[src/rtl/core/pcl_pkg.sv]
// ----------------------------------------------------------------------------
// pcl_pkg
// Operation and status codes shared by the positional circular list files.
// ----------------------------------------------------------------------------
package pcl_pkg;

   typedef enum logic [2:0] {
      K_INS_FRONT = 3'd0,
      K_INS_BACK  = 3'd1,
      K_INS_AT    = 3'd2,
      K_DEL_FRONT = 3'd3,
      K_DEL_BACK  = 3'd4,
      K_DEL_AT    = 3'd5,
      K_READ_AT   = 3'd6
   } kind_type;

   typedef enum logic [1:0] {
      ST_DONE   = 2'd0,
      ST_BADPOS = 2'd1,
      ST_FULL   = 2'd2,
      ST_EMPTY  = 2'd3
   } status_type;

   localparam int unsigned VALUE_W = 32;
   localparam int unsigned POS_W   = 7;
   localparam int unsigned COUNT_W = 7;

endpackage

[src/rtl/core/positional_circular_list_top.sv]
// ----------------------------------------------------------------------------
// positional_circular_list_top
// Bounded ordered list of signed 32-bit values kept as a circular chain of
// slots in a value memory and a link memory.
// ----------------------------------------------------------------------------
// Usage:
//   req channel carries one operation word: req_tuser is the kind, req_tdata
//   holds the value and the 1-based position. rsp channel returns one word
//   per request: rsp_tuser is the status, rsp_tdata the element count after
//   the operation and the value read by a read at position.
//   One request is worked on at a time. A request that fails its checks
//   goes straight to its response word; an insert or delete at the front
//   needs no walk, while an insert further back, a delete or a read walks
//   the link memory from the head towards the position, and an insert
//   that reuses a freed slot first takes it off the free chain. The next
//   request is taken in the cycle the response word appears.
//   The walk follows one link per cycle through the single registered
//   read port of the link memory.
//   Reset empties the list at once; memory contents are not cleared.
//   A finished word waits in the output register while rsp_tready is low;
//   a new request is taken meanwhile and holds at its end until the output
//   register is free.
// ----------------------------------------------------------------------------
module positional_circular_list_top #(
   parameter int unsigned CAPACITY = 64
) (
   input  logic                   clock,
   input  logic                   reset,
   input  logic                   req_tvalid,
   output logic                   req_tready,
   input  pcl_pkg::kind_type      req_tuser,   // kind
   input  logic [39:0]            req_tdata,   // value[31:0], position[38:32]
   output logic                   rsp_tvalid,
   input  logic                   rsp_tready,
   output pcl_pkg::status_type    rsp_tuser,   // status
   output logic [39:0]            rsp_tdata    // count[6:0], read_value[38:7]
);
   import pcl_pkg::*;

   localparam int unsigned IW = $clog2(CAPACITY);
   localparam int unsigned CW = $clog2(CAPACITY + 1);
   localparam int unsigned PW = (CW + 1 > 8) ? CW + 1 : 8;

   typedef enum logic [12:0] {
      S_IDLE   = 13'b0000000000001,
      S_CHECK  = 13'b0000000000010,
      S_TAKE   = 13'b0000000000100,
      S_PLACE  = 13'b0000000001000,
      S_FIX    = 13'b0000000010000,
      S_LOCATE = 13'b0000000100000,
      S_WALK   = 13'b0000001000000,
      S_LINK   = 13'b0000010000000,
      S_RVAL   = 13'b0000100000000,
      S_DHEAD  = 13'b0001000000000,
      S_DLINK  = 13'b0010000000000,
      S_FREE   = 13'b0100000000000,
      S_DONE   = 13'b1000000000000
   } state_type;

   state_type            state_ff, state_in;
   kind_type             kind_ff, kind_in;
   logic [VALUE_W-1:0]   value_ff, value_in;
   logic [POS_W-1:0]     pos_ff, pos_in;
   logic [IW-1:0]        head_ff, head_in;
   logic [IW-1:0]        tail_ff, tail_in;
   logic [IW-1:0]        free_ff, free_in;
   logic [IW-1:0]        slot_ff, slot_in;
   logic [IW-1:0]        cur_ff, cur_in;
   logic [IW-1:0]        victim_ff, victim_in;
   logic [CW-1:0]        count_ff, count_in;
   logic [CW-1:0]        fresh_ff, fresh_in;
   logic [PW-1:0]        steps_ff, steps_in;
   logic                 first_ff, first_in;
   logic                 end_ff, end_in;
   status_type           status_ff, status_in;
   logic [VALUE_W-1:0]   rdval_ff, rdval_in;
   logic                 rsp_valid_ff, rsp_valid_in;
   status_type           rsp_status_ff, rsp_status_in;
   logic [COUNT_W-1:0]   rsp_count_ff, rsp_count_in;
   logic [VALUE_W-1:0]   rsp_read_ff, rsp_read_in;

   logic [VALUE_W-1:0]   value_mem [CAPACITY];
   logic [IW-1:0]        link_mem  [CAPACITY];
   logic [VALUE_W-1:0]   value_rd_ff;
   logic [IW-1:0]        link_rd_ff;

   logic                 value_we, value_re;
   logic [IW-1:0]        value_waddr, value_raddr;
   logic                 link_we, link_re;
   logic [IW-1:0]        link_waddr, link_wdata, link_raddr;

   logic                 is_ins, is_del, is_rd;
   logic [PW-1:0]        p_eff, cnt_p;

   assign req_tready = (state_ff == S_IDLE);
   assign rsp_tvalid = rsp_valid_ff;
   assign rsp_tuser  = rsp_status_ff;
   assign rsp_tdata  = {1'b0, rsp_read_ff, rsp_count_ff};

   assign is_ins = kind_ff inside {K_INS_FRONT, K_INS_BACK, K_INS_AT};
   assign is_del = kind_ff inside {K_DEL_FRONT, K_DEL_BACK, K_DEL_AT};
   assign is_rd  = (kind_ff == K_READ_AT);
   assign cnt_p  = PW'(count_ff);

   always_comb begin
      case (kind_ff)
         K_INS_FRONT, K_DEL_FRONT: p_eff = PW'(1);
         K_INS_BACK:               p_eff = cnt_p + PW'(1);
         K_DEL_BACK:               p_eff = cnt_p;
         default:                  p_eff = PW'(pos_ff);
      endcase
   end

   always_comb begin
      state_in      = state_ff;
      kind_in       = kind_ff;
      value_in      = value_ff;
      pos_in        = pos_ff;
      head_in       = head_ff;
      tail_in       = tail_ff;
      free_in       = free_ff;
      slot_in       = slot_ff;
      cur_in        = cur_ff;
      victim_in     = victim_ff;
      count_in      = count_ff;
      fresh_in      = fresh_ff;
      steps_in      = steps_ff;
      first_in      = first_ff;
      end_in        = end_ff;
      status_in     = status_ff;
      rdval_in      = rdval_ff;
      rsp_valid_in  = rsp_valid_ff && !rsp_tready;
      rsp_status_in = rsp_status_ff;
      rsp_count_in  = rsp_count_ff;
      rsp_read_in   = rsp_read_ff;
      value_we      = 1'b0;
      value_waddr   = slot_ff;
      value_re      = 1'b0;
      value_raddr   = cur_ff;
      link_we       = 1'b0;
      link_waddr    = '0;
      link_wdata    = '0;
      link_re       = 1'b0;
      link_raddr    = '0;

      case (state_ff)
         S_IDLE: begin
            if (req_tvalid) begin
               kind_in   = req_tuser;
               value_in  = req_tdata[31:0];
               pos_in    = req_tdata[38:32];
               status_in = ST_DONE;
               rdval_in  = '0;
               state_in  = S_CHECK;
            end
         end
         S_CHECK: begin
            first_in = (p_eff == PW'(1));
            end_in   = (p_eff == cnt_p + PW'(1));
            steps_in = is_rd ? p_eff - PW'(1) : p_eff - PW'(2);
            state_in = S_DONE;
            if (is_ins) begin
               if (count_ff == CW'(CAPACITY)) begin
                  status_in = ST_FULL;
               end else if (p_eff == '0 || p_eff > cnt_p + PW'(1)) begin
                  status_in = ST_BADPOS;
               end else if (fresh_ff > count_ff) begin
                  link_re    = 1'b1;
                  link_raddr = free_ff;
                  state_in   = S_TAKE;
               end else begin
                  slot_in  = IW'(fresh_ff);
                  fresh_in = fresh_ff + CW'(1);
                  state_in = S_PLACE;
               end
            end else if (is_del || is_rd) begin
               if (count_ff == '0) begin
                  status_in = ST_EMPTY;
               end else if (p_eff == '0 || p_eff > cnt_p) begin
                  status_in = ST_BADPOS;
               end else begin
                  state_in = S_LOCATE;
               end
            end
         end
         S_TAKE: begin
            slot_in  = free_ff;
            free_in  = link_rd_ff;
            state_in = S_PLACE;
         end
         S_PLACE: begin
            value_we = 1'b1;
            link_we  = 1'b1;
            if (count_ff == '0) begin
               link_waddr = slot_ff;
               link_wdata = slot_ff;
               head_in    = slot_ff;
               tail_in    = slot_ff;
               count_in   = count_ff + CW'(1);
               state_in   = S_DONE;
            end else if (first_ff) begin
               link_waddr = slot_ff;
               link_wdata = head_ff;
               head_in    = slot_ff;
               state_in   = S_FIX;
            end else begin
               link_we    = 1'b0;
               link_re    = 1'b1;
               link_raddr = head_ff;
               cur_in     = head_ff;
               state_in   = S_WALK;
            end
         end
         S_FIX: begin
            link_we    = 1'b1;
            link_waddr = tail_ff;
            link_wdata = slot_ff;
            count_in   = count_ff + CW'(1);
            state_in   = S_DONE;
         end
         S_LOCATE: begin
            if (is_del && count_ff == CW'(1)) begin
               victim_in = head_ff;
               head_in   = '0;
               tail_in   = '0;
               state_in  = S_FREE;
            end else if (is_del && first_ff) begin
               victim_in  = head_ff;
               link_re    = 1'b1;
               link_raddr = head_ff;
               state_in   = S_DHEAD;
            end else begin
               link_re    = 1'b1;
               link_raddr = head_ff;
               cur_in     = head_ff;
               state_in   = S_WALK;
            end
         end
         S_WALK: begin
            if (steps_ff == '0) begin
               if (is_ins) begin
                  link_we    = 1'b1;
                  link_waddr = slot_ff;
                  link_wdata = link_rd_ff;
                  state_in   = S_LINK;
               end else if (is_rd) begin
                  value_re    = 1'b1;
                  value_raddr = cur_ff;
                  state_in    = S_RVAL;
               end else begin
                  victim_in  = link_rd_ff;
                  link_re    = 1'b1;
                  link_raddr = link_rd_ff;
                  state_in   = S_DLINK;
               end
            end else begin
               link_re    = 1'b1;
               link_raddr = link_rd_ff;
               cur_in     = link_rd_ff;
               steps_in   = steps_ff - PW'(1);
            end
         end
         S_LINK: begin
            link_we    = 1'b1;
            link_waddr = cur_ff;
            link_wdata = slot_ff;
            if (end_ff) begin
               tail_in = slot_ff;
            end
            count_in = count_ff + CW'(1);
            state_in = S_DONE;
         end
         S_RVAL: begin
            rdval_in = value_rd_ff;
            state_in = S_DONE;
         end
         S_DHEAD: begin
            head_in    = link_rd_ff;
            link_we    = 1'b1;
            link_waddr = tail_ff;
            link_wdata = link_rd_ff;
            state_in   = S_FREE;
         end
         S_DLINK: begin
            link_we    = 1'b1;
            link_waddr = cur_ff;
            link_wdata = link_rd_ff;
            if (victim_ff == tail_ff) begin
               tail_in = cur_ff;
            end
            state_in = S_FREE;
         end
         S_FREE: begin
            link_we    = 1'b1;
            link_waddr = victim_ff;
            link_wdata = free_ff;
            free_in    = victim_ff;
            count_in   = count_ff - CW'(1);
            state_in   = S_DONE;
         end
         S_DONE: begin
            if (!rsp_valid_ff || rsp_tready) begin
               rsp_valid_in  = 1'b1;
               rsp_status_in = status_ff;
               rsp_count_in  = COUNT_W'(count_ff);
               rsp_read_in   = rdval_ff;
               state_in      = S_IDLE;
            end
         end
         default: begin
            state_in = S_IDLE;
         end
      endcase
   end

   always_ff @(posedge clock) begin
      if (reset) begin
         state_ff     <= S_IDLE;
         head_ff      <= '0;
         tail_ff      <= '0;
         free_ff      <= '0;
         count_ff     <= '0;
         fresh_ff     <= '0;
         rsp_valid_ff <= 1'b0;
      end else begin
         state_ff     <= state_in;
         head_ff      <= head_in;
         tail_ff      <= tail_in;
         free_ff      <= free_in;
         count_ff     <= count_in;
         fresh_ff     <= fresh_in;
         rsp_valid_ff <= rsp_valid_in;
      end
   end

   always_ff @(posedge clock) begin
      kind_ff       <= kind_in;
      value_ff      <= value_in;
      pos_ff        <= pos_in;
      slot_ff       <= slot_in;
      cur_ff        <= cur_in;
      victim_ff     <= victim_in;
      steps_ff      <= steps_in;
      first_ff      <= first_in;
      end_ff        <= end_in;
      status_ff     <= status_in;
      rdval_ff      <= rdval_in;
      rsp_status_ff <= rsp_status_in;
      rsp_count_ff  <= rsp_count_in;
      rsp_read_ff   <= rsp_read_in;
   end

   always_ff @(posedge clock) begin
      if (value_we) begin
         value_mem[value_waddr] <= value_ff;
      end
      if (value_re) begin
         value_rd_ff <= value_mem[value_raddr];
      end
   end

   always_ff @(posedge clock) begin
      if (link_we) begin
         link_mem[link_waddr] <= link_wdata;
      end
      if (link_re) begin
         link_rd_ff <= link_mem[link_raddr];
      end
   end

endmodule

[config.mk]
export PLATFORM = sky130hd
export DESIGN_NAME = positional_circular_list_top
export DESIGN_NICKNAME = d
export VERILOG_FILES = /design/src/rtl/core/pcl_pkg.sv /design/src/rtl/core/positional_circular_list_top.sv
export SDC_FILE = /design/constraint.sdc
export NUM_CORES = 2
export LEC_CHECK = 0
export ABC_AREA = 1
export BUFFER_PORTS_ARGS = -buffer_cell sky130_fd_sc_hd__buf_2
export CORE_MARGIN = 2
export CORE_UTILIZATION = 47
export CTS_CLUSTER_DIAMETER = 200
export DETAILED_ROUTE_END_ITERATION = 8
export PLACE_DENSITY_LB_ADDON = 0.1
export RECOVER_POWER = 50
export SLEW_MARGIN = 10
export SYNTH_ARGS = -nofsm -noshare
export SYNTH_HDL_FRONTEND = slang
export SYNTH_SLANG_ARGS = --single-unit
[constraint.sdc]
create_clock -name clock -period 7.5 [get_ports clock]
set_input_delay 0.375 -clock clock [delete_from_list [all_inputs] [get_ports clock]]
set_output_delay 0.375 -clock clock [all_outputs]
set_load 0.1 [all_outputs]
==> parameters.txt <==
Parameter                              Value

Place
  DPL Wire Length    roughly 180,000 µm
  Routability cong.    0.890
  Count of port buffers added during placement    88
  Number of instances in the placed design    approximately 11,000
  Setup Slack @ Placement    1.73 ns

Routing
  Overall via count from detail_route    around 70,000
  Number of nets with antenna violations after routing    0
  DRC violation count after routing    0
  Total wire length after detailed routing    about 320,000 µm
  Wire length per cell after detailed routing    27.1 µm
  Routed via count divided by cell count    5.95
  Number of optimization iterations in the first detailed-route pass    5
  Violation count after the first detailed-route iteration    just over 8,000

Clocking
  Clk sink count    2,661
  Post-CTS resize count    0
  Clock insertion delay at the later pin of the skew report    0.96 ns
  Clock-pin slew of the registers on the worst-case setup and hold paths    0.06 ns
  Number of buffers between clock root and the deepest sink    4
  Htree depth    5
  Clock tree root buffer cell    clkbuf_16
  Number of buffers created by CTS    approximately 300
  Clock tree from TritonCTS    done

Die
  I/O pins    91
  Die width    480 µm
  Initial cell density of the core    47.3%
  Die Area    around 230,000 µm²
  CORE AREA    225,000 µm²
  Num rows    174
  Die Span Y    480 µm

Critical path
  Endpoint required time on the critical path    8.30 ns
  RR Endpoint    link_rd_ff[5]
  Reg2Reg Launch Point    count_ff[0]
  Series of cell instances along the critical path    inv_1 > ha_1 > inv_1 > o221ai_1 > o21a_1 > ha_1 > inv_1 > nor2_1 > nor2_1 > o21ai_0 > nand2_1 > nand2_1 > a21oi_1 > nand4_4 > nand2_2 > buf_4 > nand2_1 > nand3_1 > nand3_1 > nand3_1 > nand3_1 > nand2_1 > nand2_1 > nand2_1
  Slowest stage delay, CP    1.10 ns
  Most common cell on crit path    nand2_1
  Critical Path Source Type    flip-flop
  Number of gates on the worst path with buffers counted    24
  Setup CP Type    flip-flop to flip-flop
  Crit path capture    link_rd_ff[5]
  Total buffers and inverters traversed by the critical path    4
  Cell with the biggest individual delay on the critical path    nand2_2
  Crit path DAT    roughly 6.6 ns
  Top fanout value on the critical path    50
  Critical Path End Type    flip-flop
  Reg2reg path depth    24
  Cell family contributing the most delay on the critical path    simple AND/OR/NAND/NOR gates
  Reg-to-reg setup timing slack    1.68 ns
  Start point of the critical path    count_ff[0]

Min path
  Kind of path behind the tightest hold check    primary input to flip-flop

Synth
  Fraction of synthesis flops using an asynchronous set or reset pin    0%
  Leading register cell type out of synthesis    edfxtp_1
  Synthesized instance count    8,436
  Post-synth cell types    62
  Synthesized flop and latch total    2,661
  Cell Area, Synth    106,000 µm²
  Number of enable-type register cells in the synthesized netlist    between 2,000 and 3,000
  Syn Area/Cell    12.6 µm²
  Sequential share of the synthesized area    ~75%
  Synth Warn #    0
  Total nets after synthesis    8,516

Global route
  Via count of the first global-routing pass    roughly 66,000
  First-pass GRT wire length    460,000 µm
  Total global routing overflow    0
  Initial antenna violation count    7
  Maximum number of pins on one net before global-route repair    158
  GRT Resource Usage Total    27.3%

Power and ir drop
  Pwr per Cell Area    255 nW/µm²
  Static leakage    39.7 nW
  Overall power consumption    30.6 mW
  Worst IR Drop VDD    0.248 mV

Timing
  Clk_skew    0.0954 ns
  Unrepaired setup endpoints after global routing    false
  Sum Neg Setup Slack    0 ns
  Maximum operating frequency    172 MHz
  Minimum clock period    about 5.8 ns
  Final Hold Vio Count    0
  Rel. slew slack    -159%
  Final setup fails    0
  Final cycle utilization of the critical path    77.6%
  Number of pins with negative max-slew slack in the final report    2,652
  Least-Margin Pin Slew    3.88 ns
  Fin worst setup slack    1.68 ns

Run status
  Failing checks    max-capacitance violations, max-slew violations
  Outcome    finished, violations left

Layout
  Area Overhead vs Synth    12.5%
  Final nets    8,614
  Commonest non-fill, non-tap cells in the layout    edfxtp_1 (2,615), nor2_1 (1,597), o21ai_0 (1,370)
  Count of fill cells added during filler insertion    18,900
  Final cell utilization of the core    53.2%
  Most common cell after layout, fill and taps aside    edfxtp_1
  Layout cell share with drive strength beyond 1    7.68%
  Number of non-filler instances in the completed layout    11,700

Run
  Max-capacitance violation count    70
-- cell families after synthesis --
| logic type | count (synthesis) | synth area share [%] |
|---|---|---|
| AND/OR/NAND/NOR | 2755 | 10.6 |
| flip-flops | 2661 | 74.7 |
| AO/OA/AOI/OAI | 2172 | 11.3 |
| other | 1 | 0.00352 |
| adder cells (fa/ha/maj) | 33 | 0.388 |
| XOR/XNOR | 18 | 0.148 |
| buffers and inverters | 796 | 2.94 |
-- worst register-to-register path: stages (launching register included) --
cell and delay [ns]:
dfxtp_1 0.62, inv_1 0.26, ha_1 0.38, inv_1 0.07, o221ai_1 0.16, o21a_1 0.24, ha_1 0.26, inv_1 0.08
nor2_1 0.04, nor2_1 0.07, o21ai_0 0.08, nand2_1 0.06, nand2_1 0.08, a21oi_1 0.42, nand4_4 0.62, nand2_2 1.11
buf_4 0.32, nand2_1 0.06, nand3_1 0.07, nand3_1 0.07, nand3_1 0.13, nand3_1 0.09, nand2_1 0.18, nand2_1 0.09
nand2_1 0.10
-- Yosys cell counts, types with 4 or more instances --
cell type  instances  area [µm²]
ha_1              33         413
nor3_1            32         160
a21oi_1           56         280
nand3_1          432        2160
inv_1            235         882
dfxtp_1           46         921
or2_1              5        31.3
nor4_1             6        37.5
a211oi_1           4        30.0
nand4_2            4        50.1
buf_1             20        75.1
clkbuf_1         448        1680
nand2_1          574        2150
o221ai_1          11        96.3
o21a_1             6        45.0
nor2_2            10        62.6
buf_2             59         295
nor2_1          1636        6140
inv_2             17        63.8
buf_4             15         113
o21ai_0         1369        6850
nand4_1           11        68.8
xor2_1            13         114
edfxtp_1        2615       78500
nand2_2            8        50.1
xnor2_1            5        43.8
o22ai_1          658        4120
o32ai_1           29         254
o211ai_1           8        60.1
a22oi_1            6        45.0
nand3b_1          20         150
-- where the power goes --
part           internal [mW]  switching (mW)
logic                 0.0747           0.454
registers               16.5          0.0385
clock network           7.80            5.73
total                   24.4            6.22
-- state kept, by name (all words and copies together) (netlist names), 8 cells and up --
signal and flops:
value_mem 2048, link_mem 384, rdval_ff 32, rsp_read_ff 32, value_ff 32, value_rd_ff 32, state_ff 13, steps_ff 8
-- routing by layer --
metal | vias to the layer above | GRT usage (%) | share of wire [%]
li1 | 31300 | - | -
met1 | 35200 | 38.1 | 42
met2 | 2824 | 43.4 | 47
met3 | 553 | 4.29 | 7.6
met4 | 4 | 9.88 | 3.8
met5 | - | 0 | 0.0082
-- cell type report --
cell class                 count  area, µm²  area share (%)
antenna                        7       17.5          0.0146
sequential                  2661      79400            66.4
clock buffer                 375       7900            6.60
clock inverter               128        932           0.779
tap                         2992       3740            3.13
timing repair buffer         343       2430            2.03
inverter                     252        971           0.811
multi-input combinational   4979      24300            20.3
-- timing repair --
item / in CTS / in global routing
hold buffers: 46 / 0
setup buffers: 0 / 0
hold endpoints to repair: 56 / 0
-- worst min-delay path by stage --
stage / startpoint / endpoint / slack, ns / cells past startpoint
CTS: req_tdata[35] / pos_ff[3] / 0.07 / 2
global route: req_tdata[36] / pos_ff[4] / 0.1 / 2
detailed placement: rdval_ff[16] / rsp_read_ff[16] / 0.40 / 0
floorplan: rdval_ff[0] / rsp_read_ff[0] / 0.40 / 0
finish: req_tdata[35] / pos_ff[3] / 0.13 / 2
global placement: rdval_ff[7] / rsp_read_ff[7] / 0.41 / 0
-- through the flow --
stage	area (µm²)	hold WS, ns
2_1_floorplan	106000	0.400
3_3_place_gp	111000	0.409
3_5_place_dp	111000	0.405
4_1_cts	120000	0.0717
5_1_grt	120000	0.0991
6_report	120000	0.126
Power figures use the tool's default switching activity.
